<file path="src/sv/utf8fsd_pkg.sv">
package utf8fsd_pkg;

  localparam int unsigned CpWidth = 21;

  // Direction codes carried on the result channel.
  localparam logic [1:0] DirLtr = 2'd1;
  localparam logic [1:0] DirRtl = 2'd2;

  // Right-to-left ranges.
  localparam logic [CpWidth-1:0] RtlLo0 = 21'h00_0590;
  localparam logic [CpWidth-1:0] RtlHi0 = 21'h00_08FF;
  localparam logic [CpWidth-1:0] RtlLo1 = 21'h00_FB1D;
  localparam logic [CpWidth-1:0] RtlHi1 = 21'h00_FEFF;

  // Left-to-right ranges.
  localparam logic [CpWidth-1:0] LtrLo0 = 21'h00_0041;
  localparam logic [CpWidth-1:0] LtrHi0 = 21'h00_02AF;
  localparam logic [CpWidth-1:0] LtrLo1 = 21'h00_0370;
  localparam logic [CpWidth-1:0] LtrHi1 = 21'h00_058F;
  localparam logic [CpWidth-1:0] LtrLo2 = 21'h00_0900;
  localparam logic [CpWidth-1:0] LtrHi2 = 21'h00_D7AF;

  typedef struct packed {
    logic [7:0] text_byte;
    logic       end_of_string;
  } in_t;

  typedef struct packed {
    logic [1:0] direction;
    logic       strong_found;
  } out_t;

  typedef struct packed {
    logic [1:0]         bytes_pending;
    logic [CpWidth-1:0] partial_codepoint;
    logic               invalid_lead;
    logic               decided;
    logic               right_to_left;
    logic               stopped;
  } state_t;

  typedef struct packed {
    logic is_strong;
    logic rtl;
  } class_t;

  localparam state_t StateReset = '{
    bytes_pending:     2'd0,
    partial_codepoint: '0,
    invalid_lead:      1'b0,
    decided:           1'b0,
    right_to_left:     1'b0,
    stopped:           1'b0
  };

endpackage

</file>
<file path="src/sv/utf8_first_strong_direction_top.sv">
// Channel  Direction  Handshake                 Payload
// in       input      in_valid_i / in_stall_o   in_data_i  (text_byte, end_of_string)
// out      output     out_valid_o / out_stall_i out_data_o (direction, strong_found)
//
// Each byte is registered in the input register and is folded into the
// decoder state when it advances; one byte per cycle is sustained unless
// an end-of-string byte stalls; its result is registered in the output register.
// Reset clears the decoder state and both valid flags; the block is ready at once.
// Only an end-of-string byte waits on a stalled output register; other bytes flow.
module utf8_first_strong_direction_top (
  input  logic               clk_i,
  input  logic               rst_ni,
  input  logic               in_valid_i,
  output logic               in_stall_o,
  input  utf8fsd_pkg::in_t   in_data_i,
  output logic               out_valid_o,
  input  logic               out_stall_i,
  output utf8fsd_pkg::out_t  out_data_o
);
  import utf8fsd_pkg::*;

  logic   in_vld_q, in_vld_d;
  in_t    in_q;
  logic   out_vld_q, out_vld_d;
  out_t   out_q, out_d;
  state_t state_q, state_d, state_next;
  logic   advance;
  logic   take;

  utf8fsd_step u_step (
    .state_i (state_q),
    .byte_i  (in_q.text_byte),
    .state_o (state_next)
  );

  // The registered byte moves on unless it would produce a result while the
  // previous result is still held.
  assign advance = in_vld_q && !(in_q.end_of_string && out_vld_q && out_stall_i);
  assign in_stall_o = in_vld_q && !advance;
  assign take = in_valid_i && !in_stall_o;

  always_comb begin
    in_vld_d = in_vld_q;
    if (take) begin
      in_vld_d = 1'b1;
    end else if (advance) begin
      in_vld_d = 1'b0;
    end
  end

  always_comb begin
    out_vld_d = out_vld_q && out_stall_i;
    out_d     = out_q;
    state_d   = state_q;
    if (advance) begin
      if (in_q.end_of_string) begin
        out_vld_d          = 1'b1;
        out_d.direction    = (state_next.decided && state_next.right_to_left) ?
                             DirRtl : DirLtr;
        out_d.strong_found = state_next.decided;
        state_d            = StateReset;
      end else begin
        state_d = state_next;
      end
    end
  end

  always_ff @(posedge clk_i or negedge rst_ni) begin
    if (!rst_ni) begin
      in_vld_q  <= 1'b0;
      out_vld_q <= 1'b0;
      state_q   <= StateReset;
    end else begin
      in_vld_q  <= in_vld_d;
      out_vld_q <= out_vld_d;
      state_q   <= state_d;
    end
  end

  always_ff @(posedge clk_i) begin
    if (take) begin
      in_q <= in_data_i;
    end
    out_q <= out_d;
  end

  assign out_valid_o = out_vld_q;
  assign out_data_o  = out_q;

  // A result is left-to-right whenever no strong character decided it.
  assert property (@(posedge clk_i) disable iff (!rst_ni)
    out_valid_o && !out_data_o.strong_found |-> out_data_o.direction == DirLtr)
    else $error("defaulted result is not left-to-right");

  // The decoder never waits for trail bytes once it has decided or stopped.
  assert property (@(posedge clk_i) disable iff (!rst_ni)
    (state_q.decided || state_q.stopped) |-> state_q.bytes_pending == 2'd0)
    else $error("trail bytes pending after decision or stop");

  // An end-of-string transaction leaves the decoder in its reset state.
  assert property (@(posedge clk_i) disable iff (!rst_ni)
    advance && in_q.end_of_string |=> state_q == StateReset && out_valid_o)
    else $error("state not cleared or result missing after end of string");

  // The input side stalls only because the output register is held.
  assert property (@(posedge clk_i) disable iff (!rst_ni)
    in_stall_o |-> out_valid_o && out_stall_i && in_q.end_of_string)
    else $error("input stalled without a held result");

endmodule

</file>
<file path="src/sv/utf8fsd_classify.sv">
module utf8fsd_classify (
  input  logic [utf8fsd_pkg::CpWidth-1:0] codepoint_i,
  output utf8fsd_pkg::class_t             class_o
);
  import utf8fsd_pkg::*;

  logic in_rtl;
  logic in_ltr;

  assign in_rtl = ((codepoint_i >= RtlLo0) && (codepoint_i <= RtlHi0)) ||
                  ((codepoint_i >= RtlLo1) && (codepoint_i <= RtlHi1));
  assign in_ltr = ((codepoint_i >= LtrLo0) && (codepoint_i <= LtrHi0)) ||
                  ((codepoint_i >= LtrLo1) && (codepoint_i <= LtrHi1)) ||
                  ((codepoint_i >= LtrLo2) && (codepoint_i <= LtrHi2));

  // The right-to-left test wins; the ranges do not overlap anyway.
  assign class_o.is_strong = in_rtl || in_ltr;
  assign class_o.rtl       = in_rtl;

endmodule

</file>
<file path="src/sv/utf8fsd_step.sv">
module utf8fsd_step (
  input  utf8fsd_pkg::state_t state_i,
  input  logic [7:0]          byte_i,
  output utf8fsd_pkg::state_t state_o
);
  import utf8fsd_pkg::*;

  logic [CpWidth-1:0] shifted;
  logic [CpWidth-1:0] cp_sel;
  logic               cp_check;
  class_t             cls;

  assign shifted = {state_i.partial_codepoint[CpWidth-7:0], byte_i[5:0]};

  // A single-byte character is classified directly; a closing trail byte
  // classifies the assembled value unless the lead byte was invalid.
  always_comb begin
    cp_sel   = '0;
    cp_check = 1'b0;
    if (state_i.bytes_pending == 2'd0) begin
      cp_sel   = {{(CpWidth-8){1'b0}}, byte_i};
      cp_check = !byte_i[7];
    end else begin
      cp_sel   = shifted;
      cp_check = (state_i.bytes_pending == 2'd1) && !state_i.invalid_lead;
    end
  end

  utf8fsd_classify u_classify (
    .codepoint_i (cp_sel),
    .class_o     (cls)
  );

  always_comb begin
    state_o = state_i;
    if (state_i.stopped || state_i.decided) begin
      state_o = state_i;
    end else if (byte_i == 8'h00) begin
      state_o.stopped           = 1'b1;
      state_o.bytes_pending     = 2'd0;
      state_o.partial_codepoint = '0;
      state_o.invalid_lead      = 1'b0;
    end else if (state_i.bytes_pending == 2'd0) begin
      state_o.invalid_lead = 1'b0;
      if (!byte_i[7]) begin
        // Single-byte character: only the classification can change.
      end else if (byte_i[7:5] == 3'b110) begin
        state_o.partial_codepoint = {{(CpWidth-5){1'b0}}, byte_i[4:0]};
        state_o.bytes_pending     = 2'd1;
      end else if (byte_i[7:4] == 4'b1110) begin
        state_o.partial_codepoint = {{(CpWidth-4){1'b0}}, byte_i[3:0]};
        state_o.bytes_pending     = 2'd2;
      end else if (byte_i[7:3] == 5'b11110) begin
        state_o.partial_codepoint = {{(CpWidth-3){1'b0}}, byte_i[2:0]};
        state_o.bytes_pending     = 2'd3;
      end else begin
        state_o.partial_codepoint = '0;
        state_o.invalid_lead      = 1'b1;
        state_o.bytes_pending     = 2'd3;
      end
    end else begin
      state_o.bytes_pending = state_i.bytes_pending - 2'd1;
      if (state_i.bytes_pending == 2'd1) begin
        state_o.invalid_lead      = 1'b0;
        state_o.partial_codepoint = '0;
      end else begin
        state_o.partial_codepoint = shifted;
      end
    end
    if (!state_i.stopped && !state_i.decided && (byte_i != 8'h00) &&
        cp_check && cls.is_strong) begin
      state_o.decided       = 1'b1;
      state_o.right_to_left = cls.rtl;
    end
  end

endmodule
</file>
<file path="config.mk">
export PLATFORM = sky130hd
export DESIGN_NAME = utf8_first_strong_direction_top
export DESIGN_NICKNAME = d
export VERILOG_FILES = /design/src/sv/utf8fsd_pkg.sv /design/src/sv/utf8_first_strong_direction_top.sv /design/src/sv/utf8fsd_classify.sv /design/src/sv/utf8fsd_step.sv
export SDC_FILE = /design/constraint.sdc
export NUM_CORES = 1
export LEC_CHECK = 0
export BUFFER_PORTS_ARGS = -buffer_cell sky130_fd_sc_hd__buf_2
export CAP_MARGIN = 15
export CORE_AREA = 2 2 56 79
export DETAILED_ROUTE_END_ITERATION = 8
export DIE_AREA = 0 0 58 81
export GPL_TIMING_DRIVEN = 0
export MAX_ROUTING_LAYER = met4
export PLACE_DENSITY = 0.71
export SYNTH_ARGS = -nofsm -noshare
export SYNTH_HDL_FRONTEND = slang
export SYNTH_SLANG_ARGS = --single-unit
export TNS_END_PERCENT = 50
</file>
<file path="constraint.sdc">
create_clock -name clk_i -period 3.9 [get_ports clk_i]
set_input_delay 0.195 -clock clk_i [delete_from_list [all_inputs] [get_ports clk_i]]
set_output_delay 0.195 -clock clk_i [all_outputs]
set_load 0.05 [all_outputs]
</file>
==> reports/metrics.cfg <==
[status]
status=finished clean

[detailed_routing]
dr_total_vias=1806
route.final.wire_length_um=4820
wire_per_inst_um=16.5
detail-route-antenna-nets=0
detailedRoute.firstIterationViolations=97
routed_via_density=6.16
drt-pass1-iter-count=4
drc_errors=0

[final_layout]
mostFrequentLayoutCells=32 x sky130_fd_sc_hd__nand2_1, 23 x sky130_fd_sc_hd__dfrtp_1, 17 x sky130_fd_sc_hd__buf_2
drive_above_1_share_pct=18.5
finalNetCount=260
most_common_library_cell_in_the_layout_ignoring_fill_and_taps=sky130_fd_sc_hd__nand2_1
n_antenna_cell=0
finalInstanceArea_sq_um=2340
area_growth_syn_to_layout_pct=12.5
fill_cells=378

[min_path]
start_point_of_the_worst_hold_path=in_data_i[4]
hold_path_depth=1
whs_endpoint=in_q[4]
holdCritPathClass=input pin to flip-flop

[yosys]
synth_sequential_area_ratio_pct=45.0
yosysWarningCount=0
asyncSetResetFlopFracSynth_pct=65.7
post_synth_inst_count=222
post_synth_num_cell_types=58
syn_area_cell_sq_um=9.36
most_area_hungry_cell_type_in_the_yosys_netlist=sky130_fd_sc_hd__dfrtp_1
synth_edf_count=12
ys.flop_type=sky130_fd_sc_hd__dfrtp_1
post_synth_main_area_contributors=sky130_fd_sc_hd__dfrtp_1 28%, sky130_fd_sc_hd__edfxtp_1 17%, sky130_fd_sc_hd__nand2_1 5.8%
synth.cell_area_sq_um=2080
postSynthRegisterBits=35
mappedNetlistNets=235
netlist.area_leader.share_pct=27.7

[timing]
hold_viol_final=0
grt_setup_unrepaired=false
maxClockFrequency_ghz=0.390
timing_worst_slew_pin_value_ns=0.559
final_max_slew_viol_count=0
slew-limit-headroom_pct=62.7
finalWorstSetupSlack_ns=1.33
finalCriticalPeriod_ns=2.57
finalSetupTns_ns=0
clock_skew_after_layout_ns=0.00619
period_share_pct=65.8
setup_violations=0

[place]
place.detailed.hpwl_um=3530
port_buffers=17
preCtsSetupSlack_ns=1.36
post_place_instance_area_sq_um=2220
finalWeightedCongestion=0.912

[setup_path]
slowest_delay_ns=0.45
crit_fanout=10
timing.rr.end=out_data_o[0]
rrSetupSlack_ns=1.33
crit_path_end_kind=flip-flop
timing.critical_path.max_delay_family=simple AND/OR/NAND/NOR gates
worst_setup_path_start_kind=flip-flop
path_buf_inv=1
worst_r2r_startpoint=state_q[8]
worst_r2r_path_depth=7
cp_slowest_cell=sky130_fd_sc_hd__nor4b_1
criticalPathCategory=flip-flop to flip-flop
timing.critical_path.arrival_ns=2.60
path_cells=clkbuf_1, nor4bb_1, nand3b_1, o311ai_0, a21boi_0, nor4b_1, o21bai_1
crit_required_ns=3.93

[clock_network]
clock_tree_from_tritoncts=yes
ctsHtreeMaxLevel=2
clockBufferDepth=2
clock_sinks=35
post_cts_resize_count=0
clock_pin_slew_on_the_worst_setup_and_hold_paths_ns=0.07
worst_skew_pair.late_latency_ns=0.29
tritoncts.num_buffers=5
clock_tree.root_cell=sky130_fd_sc_hd__clkbuf_8

[floorplan]
fp.dieH_um=81
ios=18
die_footprint_sq_um=4700
floorplan.die.width_um=58
fp-row-count=28
core_area_sq_um=4060
initial_core_util_pct=51.1

[global_route]
grt_start_max_net_pins=24
first_pass_grt_wire_length_um=8290
grt_antenna_before_repair=0
global_route.usage.total_pct=23.6
first_global_vias=1790
gr-total-overflow=0

[power]
peakVddDrop_v=0.000335
p_leak_nw=0.953
power_mw=1.14
p_per_area_nw_per_um2=487

[flow_run]
drv.max_cap_violation_count=0

-- Yosys cell counts, drive strengths merged (4+ instances only) --
cell	number
dfrtp	23
buf	4
nor3	9
nand4	4
inv	8
edfxtp	12
a21oi	8
clkbuf	13
o21ai	16
nor4	5
nand3	6
nor2	14
nand2	32
-- cells by family (layout without fill, tap and decap cells) --
group                  after synthesis  in the layout  share of synthesized area, %
and+or+nand+nor                    100            100                          26.2
DFF                                 35             35                          45.0
buffers and inverters               25             51                          5.78
AOI/OAI and AO/OA                   60             60                          21.9
muxes                                2              2                          1.02
-- worst max path at each step --
stage,start,endpoint,cells past startpoint
finish,state_q[8],out_data_o[0],7
global route,state_q[8],out_data_o[0],7
CTS,state_q[8],out_data_o[0],7
detailed placement,state_q[8],out_data_o[0],7
global placement,state_q[8],out_data_o[0],7
floorplan,in_q[2],state_q[3],6
-- stage by stage --
step	utilization [%]	hold slack [ns]	std cells
2_1_floorplan	-	-0.101	222
3_3_place_gp	54.6	0.213	284
3_5_place_dp	54.6	0.220	284
4_1_cts	57.5	0.0778	293
5_1_grt	57.5	0.0819	293
6_report	57.5	0.0802	293
-- area by class of cell --
| cell class | count | area [sq um] | area share [%] |
|---|---|---|---|
| inverter | 8 | 30.0 | 1.28 |
| clock inverter | 3 | 38.8 | 1.66 |
| timing repair buffer | 18 | 95.1 | 4.07 |
| tap | 45 | 56.3 | 2.41 |
| clock buffer | 5 | 68.8 | 2.94 |
| buffer | 17 | 90.1 | 3.85 |
| sequential | 35 | 936 | 40.0 |
| multi-input combinational | 162 | 1020 | 43.7 |
-- report_power, final --
part	internal, mW	switching (mW)	total [mW]
Clock	0.187	0.131	0.318
Sequential	0.424	0.0280	0.452
Combinational	0.130	0.237	0.367
-- sequential cells by signal (all words and copies together), names as in the netlist --
signal       flops
in_q             9
in_vld_q         1
out_data_o       3
out_valid_o      1
state_q         21
-- timing repair --
item / in CTS / in global routing
hold buffers: 1 / 0
setup endpoints to repair: 0 / 0
buffers inserted: 0 / 0
endpoints found under the hold margin: 23 / 0
-- routing by layer --
layer,vias to the layer above,routed length [um],global-route usage (%)
li1,879,-,-
met1,883,2050,26.4
met2,32,2550,42.4
met3,12,118,3.34
met4,0,106,8.14
met5,-,0,-
(Power assumes the default switching activity.)
